--- src/design/ufd_pkg.sv ---
// Shared types, constants and helpers of the URL-encoded form decoder.
`timescale 1ns / 1ps

package ufd_pkg;

  // Field limits: a field keeps at most LIMIT bytes, that is BYTES-1.
  localparam int NAME_BYTES  = 1024;
  localparam int VALUE_BYTES = 4096;
  localparam int NAME_LEN_W  = $clog2(NAME_BYTES);
  localparam int VALUE_LEN_W = $clog2(VALUE_BYTES);
  localparam logic [NAME_LEN_W-1:0]  NAME_LIMIT  = NAME_LEN_W'(NAME_BYTES - 1);
  localparam logic [VALUE_LEN_W-1:0] VALUE_LIMIT = VALUE_LEN_W'(VALUE_BYTES - 1);

  localparam int PAIRS_W = 16;
  localparam logic [PAIRS_W-1:0] PAIRS_MAX = '1;

  // Queue between front and back.
  localparam int QDEPTH  = 4;
  localparam int QPTR_W  = $clog2(QDEPTH);
  localparam int QCNT_W  = $clog2(QDEPTH + 1);

  localparam logic [7:0] CH_NUL   = 8'h00;
  localparam logic [7:0] CH_EQ    = 8'h3D;
  localparam logic [7:0] CH_AMP   = 8'h26;
  localparam logic [7:0] CH_PLUS  = 8'h2B;
  localparam logic [7:0] CH_PCT   = 8'h25;
  localparam logic [7:0] CH_SPACE = 8'h20;

  typedef enum logic [1:0] {
    KIND_DATA  = 2'd0,
    KIND_PAIR  = 2'd1,
    KIND_DONE  = 2'd2,
    KIND_ERROR = 2'd3
  } kind_t;

  typedef enum logic [2:0] {
    PH_START     = 3'd0,
    PH_NAME      = 3'd1,
    PH_AFTER_AMP = 3'd2,
    PH_VALUE     = 3'd3,
    PH_SWALLOW   = 3'd4
  } phase_t;

  typedef enum logic [1:0] {
    ESC_NONE = 2'd0,
    ESC_HI   = 2'd1,
    ESC_LO   = 2'd2
  } esc_t;

  // One queued job: one result, or a pair-complete followed by form done.
  typedef struct packed {
    logic               two;
    kind_t              kind;
    logic [7:0]         data;
    logic               in_value;
    logic [PAIRS_W-1:0] pairs;
  } entry_t;

  // Returns {is_hex, nibble}.
  function automatic logic [4:0] hex_decode(input logic [7:0] c);
    logic [4:0] r;
    r = 5'd0;
    if (c >= 8'h30 && c <= 8'h39) begin
      r = {1'b1, 4'(c - 8'h30)};
    end else if (c >= 8'h61 && c <= 8'h66) begin
      r = {1'b1, 4'(c - 8'h57)};
    end else if (c >= 8'h41 && c <= 8'h46) begin
      r = {1'b1, 4'(c - 8'h37)};
    end
    return r;
  endfunction

endpackage

--- src/design/ufd_front.sv ---
// Front end: takes raw bytes, tracks the parse state and queues result jobs.
`timescale 1ns / 1ps

module ufd_front (
  input  logic             clk,
  input  logic             rst,
  input  logic             in_valid,
  output logic             in_ready,
  input  logic [7:0]       in_byte,
  input  logic             q_ready,
  output logic             push,
  output ufd_pkg::entry_t  push_entry
);

  ufd_pkg::phase_t                   phase, phase_next;
  ufd_pkg::esc_t                     esc, esc_next;
  logic [3:0]                        high_nibble, high_nibble_next;
  logic [ufd_pkg::NAME_LEN_W-1:0]    name_length, name_length_next;
  logic [ufd_pkg::VALUE_LEN_W-1:0]   value_length, value_length_next;
  logic [ufd_pkg::PAIRS_W-1:0]       pair_count, pair_count_next;

  logic                              accept;
  logic                              push_req;
  logic                              data_req;
  logic [7:0]                        data_ch;
  logic                              err;
  logic                              clear;
  logic [4:0]                        hx;
  logic [ufd_pkg::PAIRS_W-1:0]       pc_inc;

  assign in_ready = q_ready;
  assign accept   = in_valid && in_ready;
  assign push     = accept && push_req;
  assign hx       = ufd_pkg::hex_decode(in_byte);
  assign pc_inc   = (pair_count == ufd_pkg::PAIRS_MAX) ? pair_count
                                                       : pair_count + 1'b1;

  always_comb begin
    phase_next        = phase;
    esc_next          = esc;
    high_nibble_next  = high_nibble;
    name_length_next  = name_length;
    value_length_next = value_length;
    pair_count_next   = pair_count;
    push_req          = 1'b0;
    push_entry        = '{two: 1'b0, kind: ufd_pkg::KIND_DATA, data: 8'h00,
                          in_value: 1'b0, pairs: pair_count};
    data_req          = 1'b0;
    data_ch           = ufd_pkg::CH_NUL;
    err               = 1'b0;
    clear             = 1'b0;

    if (phase == ufd_pkg::PH_SWALLOW) begin
      // drop everything up to the terminator
      if (in_byte == ufd_pkg::CH_NUL) clear = 1'b1;
    end else if (esc == ufd_pkg::ESC_HI) begin
      if (!hx[4]) begin
        err = 1'b1;
      end else begin
        high_nibble_next = hx[3:0];
        esc_next         = ufd_pkg::ESC_LO;
      end
    end else if (esc == ufd_pkg::ESC_LO) begin
      if (!hx[4]) begin
        err = 1'b1;
      end else begin
        esc_next = ufd_pkg::ESC_NONE;
        data_req = 1'b1;
        data_ch  = {high_nibble, hx[3:0]};
      end
    end else if (in_byte == ufd_pkg::CH_NUL) begin
      if (phase == ufd_pkg::PH_START) begin
        push_req        = 1'b1;
        push_entry.kind = ufd_pkg::KIND_DONE;
        clear           = 1'b1;
      end else if (phase == ufd_pkg::PH_VALUE) begin
        // pair complete, then form done with the same count
        push_req         = 1'b1;
        push_entry.two   = 1'b1;
        push_entry.kind  = ufd_pkg::KIND_PAIR;
        push_entry.pairs = pc_inc;
        clear            = 1'b1;
      end else begin
        err = 1'b1;
      end
    end else begin
      if (phase == ufd_pkg::PH_START || phase == ufd_pkg::PH_AFTER_AMP) begin
        phase_next       = ufd_pkg::PH_NAME;
        name_length_next = '0;
      end
      if (phase_next == ufd_pkg::PH_NAME && in_byte == ufd_pkg::CH_EQ) begin
        phase_next        = ufd_pkg::PH_VALUE;
        value_length_next = '0;
      end else if (phase_next == ufd_pkg::PH_VALUE && in_byte == ufd_pkg::CH_AMP) begin
        pair_count_next  = pc_inc;
        push_req         = 1'b1;
        push_entry.kind  = ufd_pkg::KIND_PAIR;
        push_entry.pairs = pc_inc;
        phase_next       = ufd_pkg::PH_AFTER_AMP;
        name_length_next = '0;
      end else if (in_byte == ufd_pkg::CH_PCT) begin
        esc_next = ufd_pkg::ESC_HI;
      end else if (in_byte == ufd_pkg::CH_PLUS) begin
        data_req = 1'b1;
        data_ch  = ufd_pkg::CH_SPACE;
      end else begin
        data_req = 1'b1;
        data_ch  = in_byte;
      end
    end

    if (err) begin
      push_req        = 1'b1;
      push_entry.kind = ufd_pkg::KIND_ERROR;
      if (in_byte == ufd_pkg::CH_NUL) begin
        clear = 1'b1;
      end else begin
        phase_next = ufd_pkg::PH_SWALLOW;
        esc_next   = ufd_pkg::ESC_NONE;
      end
    end

    // decoded zero and bytes past the field limit are dropped
    if (data_req && data_ch != ufd_pkg::CH_NUL) begin
      if (phase_next == ufd_pkg::PH_VALUE) begin
        if (value_length_next < ufd_pkg::VALUE_LIMIT) begin
          value_length_next   = value_length_next + 1'b1;
          push_req            = 1'b1;
          push_entry.data     = data_ch;
          push_entry.in_value = 1'b1;
        end
      end else begin
        if (name_length_next < ufd_pkg::NAME_LIMIT) begin
          name_length_next = name_length_next + 1'b1;
          push_req         = 1'b1;
          push_entry.data  = data_ch;
        end
      end
    end

    if (clear) begin
      phase_next        = ufd_pkg::PH_START;
      esc_next          = ufd_pkg::ESC_NONE;
      high_nibble_next  = '0;
      name_length_next  = '0;
      value_length_next = '0;
      pair_count_next   = '0;
    end
  end

  always_ff @(posedge clk) begin
    if (rst) begin
      phase        <= ufd_pkg::PH_START;
      esc          <= ufd_pkg::ESC_NONE;
      high_nibble  <= '0;
      name_length  <= '0;
      value_length <= '0;
      pair_count   <= '0;
    end else if (accept) begin
      phase        <= phase_next;
      esc          <= esc_next;
      high_nibble  <= high_nibble_next;
      name_length  <= name_length_next;
      value_length <= value_length_next;
      pair_count   <= pair_count_next;
    end
  end

endmodule

--- src/design/ufd_queue.sv ---
// Short job queue between the decoder front end and the result stage.
`timescale 1ns / 1ps

module ufd_queue (
  input  logic             clk,
  input  logic             rst,
  input  logic             push,
  input  ufd_pkg::entry_t  push_entry,
  output logic             not_full,
  output logic             q_valid,
  output ufd_pkg::entry_t  q_entry,
  input  logic             pop
);

  ufd_pkg::entry_t               slots [ufd_pkg::QDEPTH];
  logic [ufd_pkg::QPTR_W-1:0]    wr_ptr;
  logic [ufd_pkg::QPTR_W-1:0]    rd_ptr;
  logic [ufd_pkg::QCNT_W-1:0]    count;

  assign not_full = (count != ufd_pkg::QCNT_W'(ufd_pkg::QDEPTH));
  assign q_valid  = (count != '0);
  assign q_entry  = slots[rd_ptr];

  always_ff @(posedge clk) begin
    if (push) slots[wr_ptr] <= push_entry;
  end

  always_ff @(posedge clk) begin
    if (rst) begin
      wr_ptr <= '0;
      rd_ptr <= '0;
      count  <= '0;
    end else begin
      if (push) wr_ptr <= wr_ptr + 1'b1;
      if (pop)  rd_ptr <= rd_ptr + 1'b1;
      if (push && !pop)      count <= count + 1'b1;
      else if (pop && !push) count <= count - 1'b1;
    end
  end

endmodule

--- src/design/ufd_back.sv ---
// Result stage: turns queued jobs into output beats through an output register.
`timescale 1ns / 1ps

module ufd_back (
  input  logic                        clk,
  input  logic                        rst,
  input  logic                        q_valid,
  input  ufd_pkg::entry_t             q_entry,
  output logic                        pop,
  output logic                        out_valid,
  input  logic                        out_ready,
  output logic [1:0]                  out_kind,
  output logic [7:0]                  out_byte,
  output logic                        out_in_value,
  output logic [ufd_pkg::PAIRS_W-1:0] out_pairs,
  output logic                        out_last
);

  ufd_pkg::entry_t cur;
  logic            second;
  logic            to_second;

  // first beat of a double job leaves; hold the job and show form done next
  assign to_second = out_valid && out_ready && !second && cur.two;
  assign pop       = q_valid && !to_second && (!out_valid || out_ready);

  assign out_kind     = second ? ufd_pkg::KIND_DONE : cur.kind;
  assign out_byte     = second ? 8'h00 : cur.data;
  assign out_in_value = second ? 1'b0 : cur.in_value;
  assign out_pairs    = cur.pairs;
  assign out_last     = second || !cur.two;

  always_ff @(posedge clk) begin
    if (rst) begin
      out_valid <= 1'b0;
      second    <= 1'b0;
    end else if (to_second) begin
      second <= 1'b1;
    end else if (!out_valid || out_ready) begin
      out_valid <= q_valid;
      second    <= 1'b0;
    end
  end

  always_ff @(posedge clk) begin
    if (pop) cur <= q_entry;
  end

endmodule

--- src/design/urlencoded_form_decoder_core.sv ---
// Top level of the URL-encoded form decoder.
//
// Input channel: one raw form byte per beat on in_byte (in_valid/in_ready).
// A zero byte ends the form. Output channel: one result per beat
// (out_valid/out_ready): decoded byte tagged name or value, pair complete,
// form done or form error, with the running pair count; out_last marks the
// final result caused by an input byte.
// Throughput: one input byte per cycle while the job queue has a free slot.
// A byte that ends a form inside a value gives two results and holds the
// result stage until its second result has left. The accepting edge writes
// the byte's job into the job queue; the job then loads the output register,
// which makes the first result of the byte valid. The 4-entry job queue sets
// how far the front end can run ahead.
// When the receiver stalls, the output register holds its beat, the queue
// fills and in_ready drops once it is full. Bytes that give no result still
// need a free slot to be taken.
// Reset (rst, synchronous) empties the queue and output register and puts
// the parser at the start of a form.
`timescale 1ns / 1ps

module urlencoded_form_decoder_core (
  input  logic                        clk,
  input  logic                        rst,
  input  logic                        in_valid,
  output logic                        in_ready,
  input  logic [7:0]                  in_byte,
  output logic                        out_valid,
  input  logic                        out_ready,
  output logic [1:0]                  out_kind,
  output logic [7:0]                  out_byte,
  output logic                        out_in_value,
  output logic [ufd_pkg::PAIRS_W-1:0] out_pairs,
  output logic                        out_last
);

  logic            push;
  ufd_pkg::entry_t push_entry;
  logic            not_full;
  logic            q_valid;
  ufd_pkg::entry_t q_entry;
  logic            pop;

  ufd_front u_front (
    .clk        (clk),
    .rst        (rst),
    .in_valid   (in_valid),
    .in_ready   (in_ready),
    .in_byte    (in_byte),
    .q_ready    (not_full),
    .push       (push),
    .push_entry (push_entry)
  );

  ufd_queue u_queue (
    .clk        (clk),
    .rst        (rst),
    .push       (push),
    .push_entry (push_entry),
    .not_full   (not_full),
    .q_valid    (q_valid),
    .q_entry    (q_entry),
    .pop        (pop)
  );

  ufd_back u_back (
    .clk          (clk),
    .rst          (rst),
    .q_valid      (q_valid),
    .q_entry      (q_entry),
    .pop          (pop),
    .out_valid    (out_valid),
    .out_ready    (out_ready),
    .out_kind     (out_kind),
    .out_byte     (out_byte),
    .out_in_value (out_in_value),
    .out_pairs    (out_pairs),
    .out_last     (out_last)
  );

endmodule

--- config.mk ---
export PLATFORM = sky130hd
export DESIGN_NAME = urlencoded_form_decoder_core
export DESIGN_NICKNAME = d
export VERILOG_FILES = /design/src/design/ufd_pkg.sv /design/src/design/ufd_front.sv /design/src/design/ufd_queue.sv /design/src/design/ufd_back.sv /design/src/design/urlencoded_form_decoder_core.sv
export SDC_FILE = /design/constraint.sdc
export NUM_CORES = 1
export LEC_CHECK = 0
export BUFFER_PORTS_ARGS = -buffer_cell sky130_fd_sc_hd__buf_2
export CORE_ASPECT_RATIO = 1.5
export CORE_UTILIZATION = 50
export CTS_CLUSTER_DIAMETER = 40
export DETAILED_ROUTE_END_ITERATION = 16
export PLACE_DENSITY_LB_ADDON = 0.25
export SLEW_MARGIN = 20
export SYNTH_ARGS = -nofsm -noshare
export SYNTH_HDL_FRONTEND = slang
export SYNTH_SLANG_ARGS = --single-unit
--- constraint.sdc ---
create_clock -name clk -period 6.2 [get_ports clk]
set_input_delay 0.62 -clock clk [delete_from_list [all_inputs] [get_ports clk]]
set_output_delay 0.62 -clock clk [all_outputs]
set_load 0.005 [all_outputs]
==> results of run 1 <==
-- layer usage --
layer / vias to the layer above / part of all wire / global-route usage
li1: 3039 / - / -
met1: 3219 / 0.40 / 0.2545
met2: 249 / 0.53 / 0.3921
met3: 55 / 0.042 / 0.03668
met4: 0 / 0.024 / 0.09260
met5: - / 0 / 0
-- registers in the layout, indices dropped and copies added, names as in the netlist --
| signal | count |
|---|---|
| u_front.high_nibble | 4 |
| u_front.name_length | 10 |
| u_queue.rd_ptr | 2 |
| u_back.cur | 12 |
| u_front.value_length | 12 |
| u_front.esc | 2 |
| u_front.pair_count | 16 |
| u_front.phase | 3 |
| u_queue.count | 3 |
| u_back.second | 1 |
| u_queue.slots | 112 |
| u_back.out_valid | 1 |
| u_back.out_pairs | 16 |
| u_queue.wr_ptr | 2 |
-- worst max-delay path by stage --
| stage | from | to | slack [ns] | depth (start not counted) |
|---|---|---|---|---|
| after global placement | in_byte[1] | u_queue.count[2] | 1.24 | 20 |
| after CTS | in_byte[1] | u_queue.count[2] | 1.48 | 20 |
| after detailed placement | in_byte[1] | u_queue.count[2] | 1.03 | 20 |
| final | in_byte[1] | u_queue.count[2] | 1.43 | 20 |
| after floorplan | in_byte[1] | u_queue.count[2] | 1.66 | 21 |
| after global routing | in_byte[1] | u_queue.count[2] | 1.09 | 20 |
-- cell type report --
class                   count  area (µm²)
flip-flops and latches    196        5330
clock buffers              18       429.2
multi-input cells         520        3752
repair buffers             53       295.3
well taps                 252       315.3
fillers                  1564        8158
inverters                  13       48.80
clock inverters            14       141.4
-- logic make-up (layout without fill, tap and decap cells) --
group	count (synthesis)	after routing
buffers and inverters	70	98
xor gates and xnor gates	17	17
muxes	42	42
DFF	196	196
adders and majority gates	13	13
and+or+nand+nor	298	298
AOI/OAI and AO/OA	150	150
-- critical path: stages --
cell and delay, ns:
buf_2 0.15, inv_1 0.09, ha_1 0.29, and4b_1 0.28, nand3_2 0.15, or3_1 0.53
and2_1 0.29, ha_1 0.25, nand3_1 0.15, nor2_1 0.07, nand3_1 0.14, nor2_1 0.11
mux2_4 0.35, o31ai_4 0.33, ha_1 0.25, inv_1 0.06, fa_1 0.37, xor2_1 0.18
or3_1 0.31, a21oi_1 0.14
-- metrics by stage --
step | hold WS [ns] | area [µm²] | power, µW | worst slack (ns) | utilization
after floorplan | 0.4318 | 9424 | 2254 | 1.663 | -
after CTS | 0.4624 | 10310 | 3493 | 1.475 | 0.5580
after detailed placement | 0.4542 | 9736 | 2428 | 1.027 | 0.5271
after global placement | 0.4477 | 9736 | 2402 | 1.236 | 0.5271
final | 0.4624 | 10310 | 3457 | 1.429 | 0.5583
after global routing | 0.4751 | 10310 | 3616 | 1.092 | 0.5583
-- Yosys cell counts (4+ instances only) --
cell      instances  area share
mux2i_1           8      0.0085
o21ai_0          26       0.014
and2_1           14      0.0093
a32oi_1           9      0.0084
nor2_1           73       0.029
a31oi_1          10      0.0066
nand4_1          11      0.0073
or3_1             6      0.0040
mux2_2            4      0.0048
a22oi_1           8      0.0064
o31ai_1           7      0.0056
nor3b_1           5      0.0040
a311oi_1         13       0.012
and4b_1           4      0.0042
o211ai_1          9      0.0072
nand2_1          78       0.031
edfxtp_1        140        0.45
ha_1             12       0.016
and3_1           12      0.0080
nand2b_1          7      0.0046
a41oi_1           4      0.0037
a21oi_1          21       0.011
clkbuf_1         23      0.0092
dfxtp_1          56        0.12
buf_2             7      0.0037
xor2_1           14       0.013
mux4_2           28       0.067
nor4_1            5      0.0033
nand3_1          19       0.010
inv_1            13      0.0052
nor2b_1          16       0.011
nor3_1           28       0.015
buf_1             4      0.0016
a211oi_1          4      0.0032
buf_4            22       0.018
-- power by group --
group	switching [µW]	leakage [µW]	internal, µW
Sequential	119	0.00175	1650
Combinational	318	0.00151	302
Clock	505	0.000281	567
==> out/qor.txt, run 1 <==
WL per Instance: 18.92 µm
Post-synthesis simple-gate area fraction: 0.1604
Io pins: 42
GP Congestion: 0.8796
Peak Freq: 209.6 MHz
Yosys warnings: 0
Final hold vios: 0
Post-layout min period: 4.771 ns
Worst-Margin Slew: 1.022 ns
Max Cap Violations: 0
CTS root buf: clkbuf_16
DP Wirelength: 13.67 mm
Setup TNS Final: 0 ns
Synth unique cells: 80
Die ar.: 19,410 µm²
RSZ-0062 raised after global routing: no
Largest net degree at the start of global routing: 42
Worst reg2reg endpoint: u_queue.count[2]
Post-route insts no fill: 1,066
DP Cell Count: 1,034
Worst IR Drop VDD: 0.1948 mV
Start of the worst register-to-register path: u_front.esc[0]
Final WL: 20.17 mm
Initial antenna violation count: 0
Die Ht: 170.1 µm
Post-CTS Setup Bufs: 0
Clk slew on worst S/H paths: 0.07 ns
CP required: 6.55 ns
Ys async rst share: 0
Synth Register Bits: 196
Hold Path Depth: 2
CTS tree: yes
Final worst-path cycle share: 0.7695
Most frequent cells in the layout: edfxtp_1 (140), nand2_1 (78), nor2_1 (73), dfxtp_1 (54), buf_2 (41)
Vias in the first global route: 6,369
CP Capture Type: register
Post-synthesis mux area share: 0.08338
Setup-failing EPs final: 0
Area delta synth->final: 9.427%
Clk sinks: 196
Resized Gates After CTS: 0
Post-Syn Nets: 811
Final Max Tran Viols: 0
Starting DRT DRC Count: 601
Final net count: 826
Run status: completed
Largest family of logic cells by synthesized area: simple AND/OR/NAND/NOR gates
Post-synth EDFFs: 140
Clock Path Buffers: 2
CTS Buf Count: 17
DR vias: 6,562
Layout cells sized above 1: 0.1720
Starting Density: 0.5102
Main synth FF type: edfxtp_1
First-pass detailed-route iteration total: 5
Crit path launch type: input port
Clock Latency Late Sink: 0.43 ns
Critical path arrival: 5.12 ns
Antenna Diode Count: 0
GR Util All Layers: 0.2181
Leakage power: 0.003542 µW
Max-slew headroom: 0.3170
Most common cell after layout, fill and taps aside: edfxtp_1
R2r setup slk: 1.46 ns
Post-CTS Hold Buffers: 0
CP Max Fanout: 9
Complex-gate fraction of the synthesized area: 0.1170
# rows: 61
Synthesized cell area: 9424 µm²
Number of H-tree levels: 4
Grt total ovfl: 0
Drc violations: 0
Core Box Area: 18,470 µm²
R2r worst-path depth: 17
Setup Crit Path Kind: in2reg
Hold path start: u_front.high_nibble[0]
Synth Instances: 786
Die W: 114.1 µm
Post-synthesis sequential area ratio: 0.5651
Post-Synth Adder-Cell Area: 0.01806
Hold WC Path Type: reg2reg
Syn Area/Cell: 11.99 µm²
First-pass GRT wire length: 32.49 mm
Worst hold endpoint: u_front.high_nibble[0]
Remaining antenna violation count: 0
Synth Area in XOR/XNOR: 0.01779
Setup Skew: 0.008779 ns
Port bufs: 41
PwrDens: 335.2 nW/µm²
DR vias/cell: 6.156
No activity file was read; power rests on OpenSTA's default activity.
==> inputs of run 2 (changes only) <==
Settings changed: ABC_AREA set to 1.
Clock period 6.2 ns to 4.9 ns, I/O delays scaled along.
==> run 2 against run 1 <==
  * Utilization fell by 0.44 points
  * Largest power group unchanged
  * Highest routed layer unchanged
  * Area after synthesis up 11%
  * Sequential power rose by 23%
  * Critical path type unchanged
==> out/qor.txt, run 2 <==
Antenna Diode Count: 0 (unchanged)
Final hold vios: 0 (unchanged)
Hold WC Path Type: in2reg
DR vias: 8,351 (+27%)
Worst path max stage delay: 0.41 ns (-0.12 ns)
Grt total ovfl: 0 (unchanged)
CP bufs+invs: 6 (+3)
Most common cell on crit path: inv_1
Post-Syn Nets: 1,276 (+57%)
Most frequent cells in the layout: nand2_1 (307), nor2_1 (157), edfxtp_1 (140), nand3_1 (92), inv_1 (91)
Area delta synth->final: 8.315%
Setup Skew: 0.008764 ns (-0.00001512 ns)
Vias in the first global route: 7,720 (+21%)
Setup-failing EPs final: 0 (unchanged)
Final Max Tran Viols: 0 (unchanged)
Place WS: 0.6156 ns (-0.4118 ns)
Post-CTS Hold Buffers: 0 (unchanged)
CTS Buf Count: 17 (unchanged)
Post-layout min period: 3.852 ns
Top reg by flops: u_queue.slots
Worst IR Drop VDD: 0.1996 mV (+2.5%)
Multi-input gate area: 4362 µm² (+16%)
Top cells by area, synth: edfxtp_1 (40%), nand2_1 (11%), dfxtp_1 (11%), nor2_1 (5.8%), nand3_1 (4.4%)
GR Util All Layers: 0.2244 (+0.006319)
Post-CTS Setup Bufs: 0 (unchanged)
Resized Gates After CTS: 0 (unchanged)
Crit path launch type: input port
Commonest cells in the netlist: nand2_1 (307), nor2_1 (162), edfxtp_1 (140)
Yosys top cell by area: edfxtp_1
Synth Instances: 1,251 (+59%)
CP max stage cell: fa_1
DP Cell Count: 1,501 (+45%)
Worst-Margin Slew: 1.024 ns (+0.001610 ns)
DP Wirelength: 15.63 mm (+14%)
WL per Instance: 15.10 µm (-20%)
CP Max Fanout: 23 (+14)
Final WL: 23.14 mm (+15%)
Most common cell after layout, fill and taps aside: nand2_1
Post-layout util: 0.5539 (-0.004403)
CTS tree: yes
Peak Freq: 259.6 MHz
Sequential cell area: 5326 µm² (about the same)
Syn Area/Cell: 8.347 µm² (-30%)
RSZ-0062 raised after global routing: no
DR vias/cell: 5.447 (-12%)
Post-synthesis sequential area ratio: 0.5099 (-0.05511)
Drc violations: 0 (unchanged)
Worst setup margin: 1.048 ns (-0.3809 ns)
Core Box Area: 20,420 µm² (+11%)
# rows: 64 (+4.9%)
Starting DRT DRC Count: 703 (+17%)
Layout fillers: 1,864 (+19%)
Clk sinks: 196 (unchanged)
Number of flip-flops in the largest register: 112 (unchanged)
Ys async rst share: 0 (unchanged)
Final Instance Area: 11,310 µm² (+9.7%)
Clock Path Buffers: 2 (unchanged)
Remaining antenna violation count: 0 (unchanged)
First-pass GRT wire length: 37.75 mm (+16%)
Leakage power: 0.004598 µW (+30%)
Clk slew on worst S/H paths: 0.07 ns (about the same)
Largest net degree at the start of global routing: 60 (+43%)
Die W: 120.0 µm (+5.2%)
Critical path arrival: 4.19 ns (-0.93 ns)
Die Ht: 179.0 µm (+5.2%)
Final net count: 1,281 (+55%)
Clock Latency Late Sink: 0.44 ns (about the same)
Synthesized cell area: 10,440 µm² (+11%)
Starting Density: 0.5114 (+0.001168)
CP Capture Type: register
Max Cap Violations: 0 (unchanged)
Synth unique cells: 49 (-39%)
CP top delay family: simple AND/OR/NAND/NOR gates
First-pass detailed-route iteration total: 6 (+1)
Setup Crit Path Kind: in2reg
Die ar.: 21,480 µm² (+11%)
CTS root buf: clkbuf_16
GP Congestion: 0.8867 (+0.81%)
Yosys top cell area share: 0.4026 (-0.04351)
Synth Register Bits: 196 (unchanged)
Main synth FF type: edfxtp_1
Layout cells sized above 1: 0.1135 (-0.05851)
Placed inst area: 10,730 µm² (+10%)
Yosys warnings: 0 (unchanged)
Io pins: 42 (unchanged)
Number of H-tree levels: 4 (unchanged)
Max-slew headroom: 0.3087 (-0.008218)
PwrDens: 406.7 nW/µm² (+21%)
Final worst-path cycle share: 0.7860
Run status: completed
CP required: 5.24 ns (-1.31 ns)
Post-route insts no fill: 1,533 (+44%)
Most frequent cell after synthesis: nand2_1
Port bufs: 41 (unchanged)
Post-synth EDFFs: 140 (unchanged)
Setup TNS Final: 0 ns (unchanged)
Initial antenna violation count: 0 (unchanged)
-- run 2: cell types whose count changed after synthesis, sizes merged, moves of 17 or more --
cell,delta
a21oi,+51
clkbuf,+17
inv,+86
mux4,-28
nand2,+245
nand3,+78
nor2,+101
nor3,-20
o21ai,+67
o22ai,+29
-- run 2: layout make-up --
cell class	instances	area share
Clock inverter	15	0.01405
Tap cell	264	0.02920
Timing Repair Buffer	57	0.02876
Clock buffer	17	0.03761
Multi-Input combinational cell	882	0.3856
Inverter	102	0.03385
Sequential cell	196	0.4709
-- run 2: power breakdown --
| part | total (µW) | switching (µW) | internal (µW) |
|---|---|---|---|
| combinational | 1060 | 721 | 336 |
| sequential | 2180 | 72.8 | 2110 |
| clock | 1360 | 679 | 684 |
| total | 4600 | 1470 | 3130 |
-- run 2: metal layers --
layer,global-route usage,vias to the layer above,part of all wire
met2,0.4021,212,0.52
met4,0.1161,0,0.029
li1,-,4212,-
met5,0,-,0
met3,0.02926,58,0.037
met1,0.2601,3869,0.42
-- run 2: worst register-to-register path, stage by stage, from the launching register on --
cell     delay, ns
dfxtp_1       0.45
nor2_1        0.13
nand2_4       0.14
nand3_4       0.22
nor2_8        0.23
nand2_4       0.17
nand2_1       0.18
inv_1         0.07
ha_1          0.20
nand2_1       0.07
inv_1         0.04
nand3_2       0.09
nor2_2        0.08
nand4_1       0.10
nor2_1        0.05
nand2_1       0.06
nand2_1       0.06
nand2_2       0.09
nand3_4       0.13
nor2_2        0.60
buf_4         0.37
-- run 2: through the flow --
step           total power (µW)  hold WS (ns)
6_report                   4600        0.3868
5_1_grt                    4851        0.4062
4_1_cts                    4649        0.3715
3_5_place_dp               3296        0.4573
3_3_place_gp               3265        0.4557
2_1_floorplan              2993        0.4415
-- run 2: kinds of logic after synthesis --
family                     synth area share
AOI/OAI and AO/OA                    0.1145
adders and majority gates           0.01629
buffers and inverters               0.07357
and+or+nand+nor                      0.2731
DFF                                  0.5099
xor gates and xnor gates            0.01258
-- run 2: path summary, 6_finish.rpt --
kind,start,end,slack [ns],cells past startpoint
max,in_byte[0],u_queue.count[1],1.05,26
min,out_ready,u_back.out_valid,0.39,4
max reg2reg,u_front.phase[0],u_queue.slots[1][0],1.06,20
min reg2reg,u_front.high_nibble[2],u_front.high_nibble[2],0.47,2
==> inputs of run 3 (changes only) <==
Settings changed: ABC_AREA 1 to 0.
Clock period 4.9 ns to 3.1 ns, I/O delays scaled along.
==> run 3 against run 2 <==
  * The run now ends with DRC, setup timing left
  * Worst hold slack got worse by 0.28 ns
  * Critical path depth fell by 9
  * Highest routed layer unchanged
  * Via count down 16%
  * Design area increased by 2.0%
  * Die area decreased by 9.6%
  * Largest cell class unchanged
==> out/qor.txt, run 3 (same netlist as run 1, synthesis figures left out) <==
Most common cell after layout, fill and taps aside: edfxtp_1
Drc violations: 4 (+4)
CP Max Fanout: 4 (-83%)
Number of H-tree levels: 4 (unchanged)
Hold WC Path Type: in2reg
Post-route insts no fill: 1,186 (-23%)
DP Wirelength: 15.63 mm (about the same)
Setup-failing EPs final: 111 (+111)
Worst setup margin: -0.4399 ns (-1.488 ns)
Failing checks: DRC, setup timing
Die W: 114.1 µm (-4.9%)
Max-slew headroom: 0.5160 (+0.2073)
RSZ-0062 raised after global routing: yes
GR Util All Layers: 0.2390 (+0.01460)
Post-layout min period: 3.540 ns
Final worst-path cycle share: 1.142
DR vias: 6,987 (-16%)
Die ar.: 19,410 µm² (-9.6%)
CTS Buf Count: 17 (unchanged)
Worst reg2reg endpoint: u_queue.count[2]
# rows: 61 (-4.7%)
Layout fillers: 1,434 (-23%)
CP Capture Type: register
Worst-Margin Slew: 0.7184 ns (-0.3055 ns)
CTS tree: yes
Place WS: -0.8569 ns (-1.473 ns)
Final WL: 22.30 mm (-3.7%)
Antenna Diode Count: 0 (unchanged)
Peak Freq: 282.5 MHz
Crit path launch type: register
Layout cells sized above 1: 0.3244 (+0.2109)
Worst setup startpoint: u_front.phase[2]
Setup Skew: 0.01137 ns (+0.002606 ns)
Post-layout util: 0.6249 (+0.07099)
Number of flip-flops in the largest register: 112 (unchanged)
DR vias/cell: 5.891 (+8.1%)
Final hold vios: 0 (unchanged)
Area delta synth->final: 22.48%
Setup Crit Path Kind: reg2reg
Worst setup endpoint: u_queue.count[2]
Post-CTS Hold Buffers: 0 (unchanged)
Worst IR Drop VDD: 0.2726 mV (+37%)
Starting DRT DRC Count: 647 (-8.0%)
Remaining antenna violation count: 0 (unchanged)
DP Cell Count: 1,142 (-24%)
Vias in the first global route: 7,163 (-7.2%)
Core Box Area: 18,470 µm² (-9.5%)
R2r setup slk: -0.44 ns (-1.50 ns)
Final Max Tran Viols: 0 (unchanged)
Final net count: 946 (-26%)
R2r worst-path depth: 17 (-15%)
Start of the worst register-to-register path: u_front.phase[2]
CTS root buf: clkbuf_16
Leakage power: 0.004184 µW (-9.0%)
Die Ht: 170.1 µm (-4.9%)
GP Congestion: 0.9128 (+2.9%)
Critical path arrival: 3.92 ns (-0.27 ns)
WL per Instance: 18.80 µm (+25%)
Setup TNS Final: -6.625 ns (-6.625 ns)
Largest net degree at the start of global routing: 37 (-38%)
Initial antenna violation count: 0 (unchanged)
Tot Pwr: 7231 µW (+57%)
Max Cap Violations: 0 (unchanged)
PwrDens: 626.4 nW/µm² (+54%)
Io pins: 42 (unchanged)
Clk slew on worst S/H paths: 0.08 ns (about the same)
First-pass detailed-route iteration total: 11 (+5)
Grt total ovfl: 0 (unchanged)
Starting Density: 0.5102 (-0.001168)
Clock Latency Late Sink: 0.45 ns (about the same)
Top reg by flops: u_queue.slots
Clk sinks: 196 (unchanged)
First-pass GRT wire length: 35.62 mm (-5.6%)
CP required: 3.48 ns (-1.76 ns)
Most frequent cells in the layout: edfxtp_1 (140), buf_4 (122), nand2_1 (77), nor2_1 (68), dfxtp_1 (50)
Clock Path Buffers: 2 (unchanged)
Port bufs: 41 (unchanged)
Run status: finished with violations
run 3: cell count changes in the layout (fill, tap and decap cells not counted), moves of 11 or more:
cell	change
nor2b_1	+16
o21ai_0	-59
inv_1	-82
buf_4	+106
nand3_1	-76
and3_1	+11
nand2_1	-230
nor2_1	-89
a311oi_1	+12
o22ai_1	-29
mux4_2	+28
a21oi_1	-52
nor3_1	+20
run 3: cell type report:
cell class	instances	area (µm²)	share of cell area
Timing Repair Buffer	173	1300	0.1126
Clock buffer	19	452.9	0.03924
Tap cell	252	315.3	0.02732
Clock inverter	13	128.9	0.01117
Inverter	13	66.31	0.005745
Multi-Input combinational cell	520	3941	0.3415
Sequential cell	196	5338	0.4624
run 3: through the flow:
stage                     hold WS [ns]  cell area (µm²)
final                           0.1063            11540
after global routing            0.1091            11540
after CTS                      0.08519            11380
after detailed placement        0.4517            10730
after global placement          0.4399            10730
after floorplan                 0.4318             9594
run 3: what timing repair did:
item                       4_1_cts  5_1_grt
setup endpoints to repair      116      130
buffers inserted                 6        6
gates cloned                     0        3
gates resized for setup         15       15
pin swaps                        6        8
run 3: critical path, cell delays in order (launching register included):
cell and delay (ns):
dfxtp_4 0.37, and4b_1 0.27, nand3_2 0.09, or3_4 0.36, and2_4 0.18, ha_4 0.16, nand3_4 0.08, nor2_2 0.05
nand3_2 0.09, nor2_4 0.05, mux2_4 0.29, o31ai_4 0.28, ha_4 0.18, inv_2 0.04, fa_2 0.35, xor2_1 0.16
or3_1 0.34, a21oi_1 0.12
run 3: worst min path at each step:
stage / start / endpoint / slack [ns] / cells after the start
3_3_place_gp: u_front.high_nibble[0] / u_front.high_nibble[0] / 0.44 / 2
6_report: rst / u_front.name_length[7] / 0.11 / 2
2_1_floorplan: u_front.value_length[4] / u_front.value_length[4] / 0.43 / 1
4_1_cts: rst / u_front.name_length[7] / 0.09 / 2
5_1_grt: rst / u_front.name_length[7] / 0.11 / 2
3_5_place_dp: u_front.high_nibble[0] / u_front.high_nibble[0] / 0.45 / 2
run 3: metal layers:
metal	global-route usage	routed length [µm]	vias up	share of wire
li1	-	-	3266	-
met1	0.2718	8783	3403	0.39
met2	0.4227	11740	233	0.53
met3	0.04202	884	85	0.040
met4	0.1304	890	0	0.040
met5	0	0	-	0
run 3: report_power, final:
| part | leakage [µW] | internal [µW] | switching (µW) | total, µW |
|---|---|---|---|---|
| clock | 0.000282 | 1110 | 1060 | 2170 |
| sequential | 0.00175 | 3290 | 140 | 3420 |
| combinational | 0.00215 | 812 | 824 | 1640 |
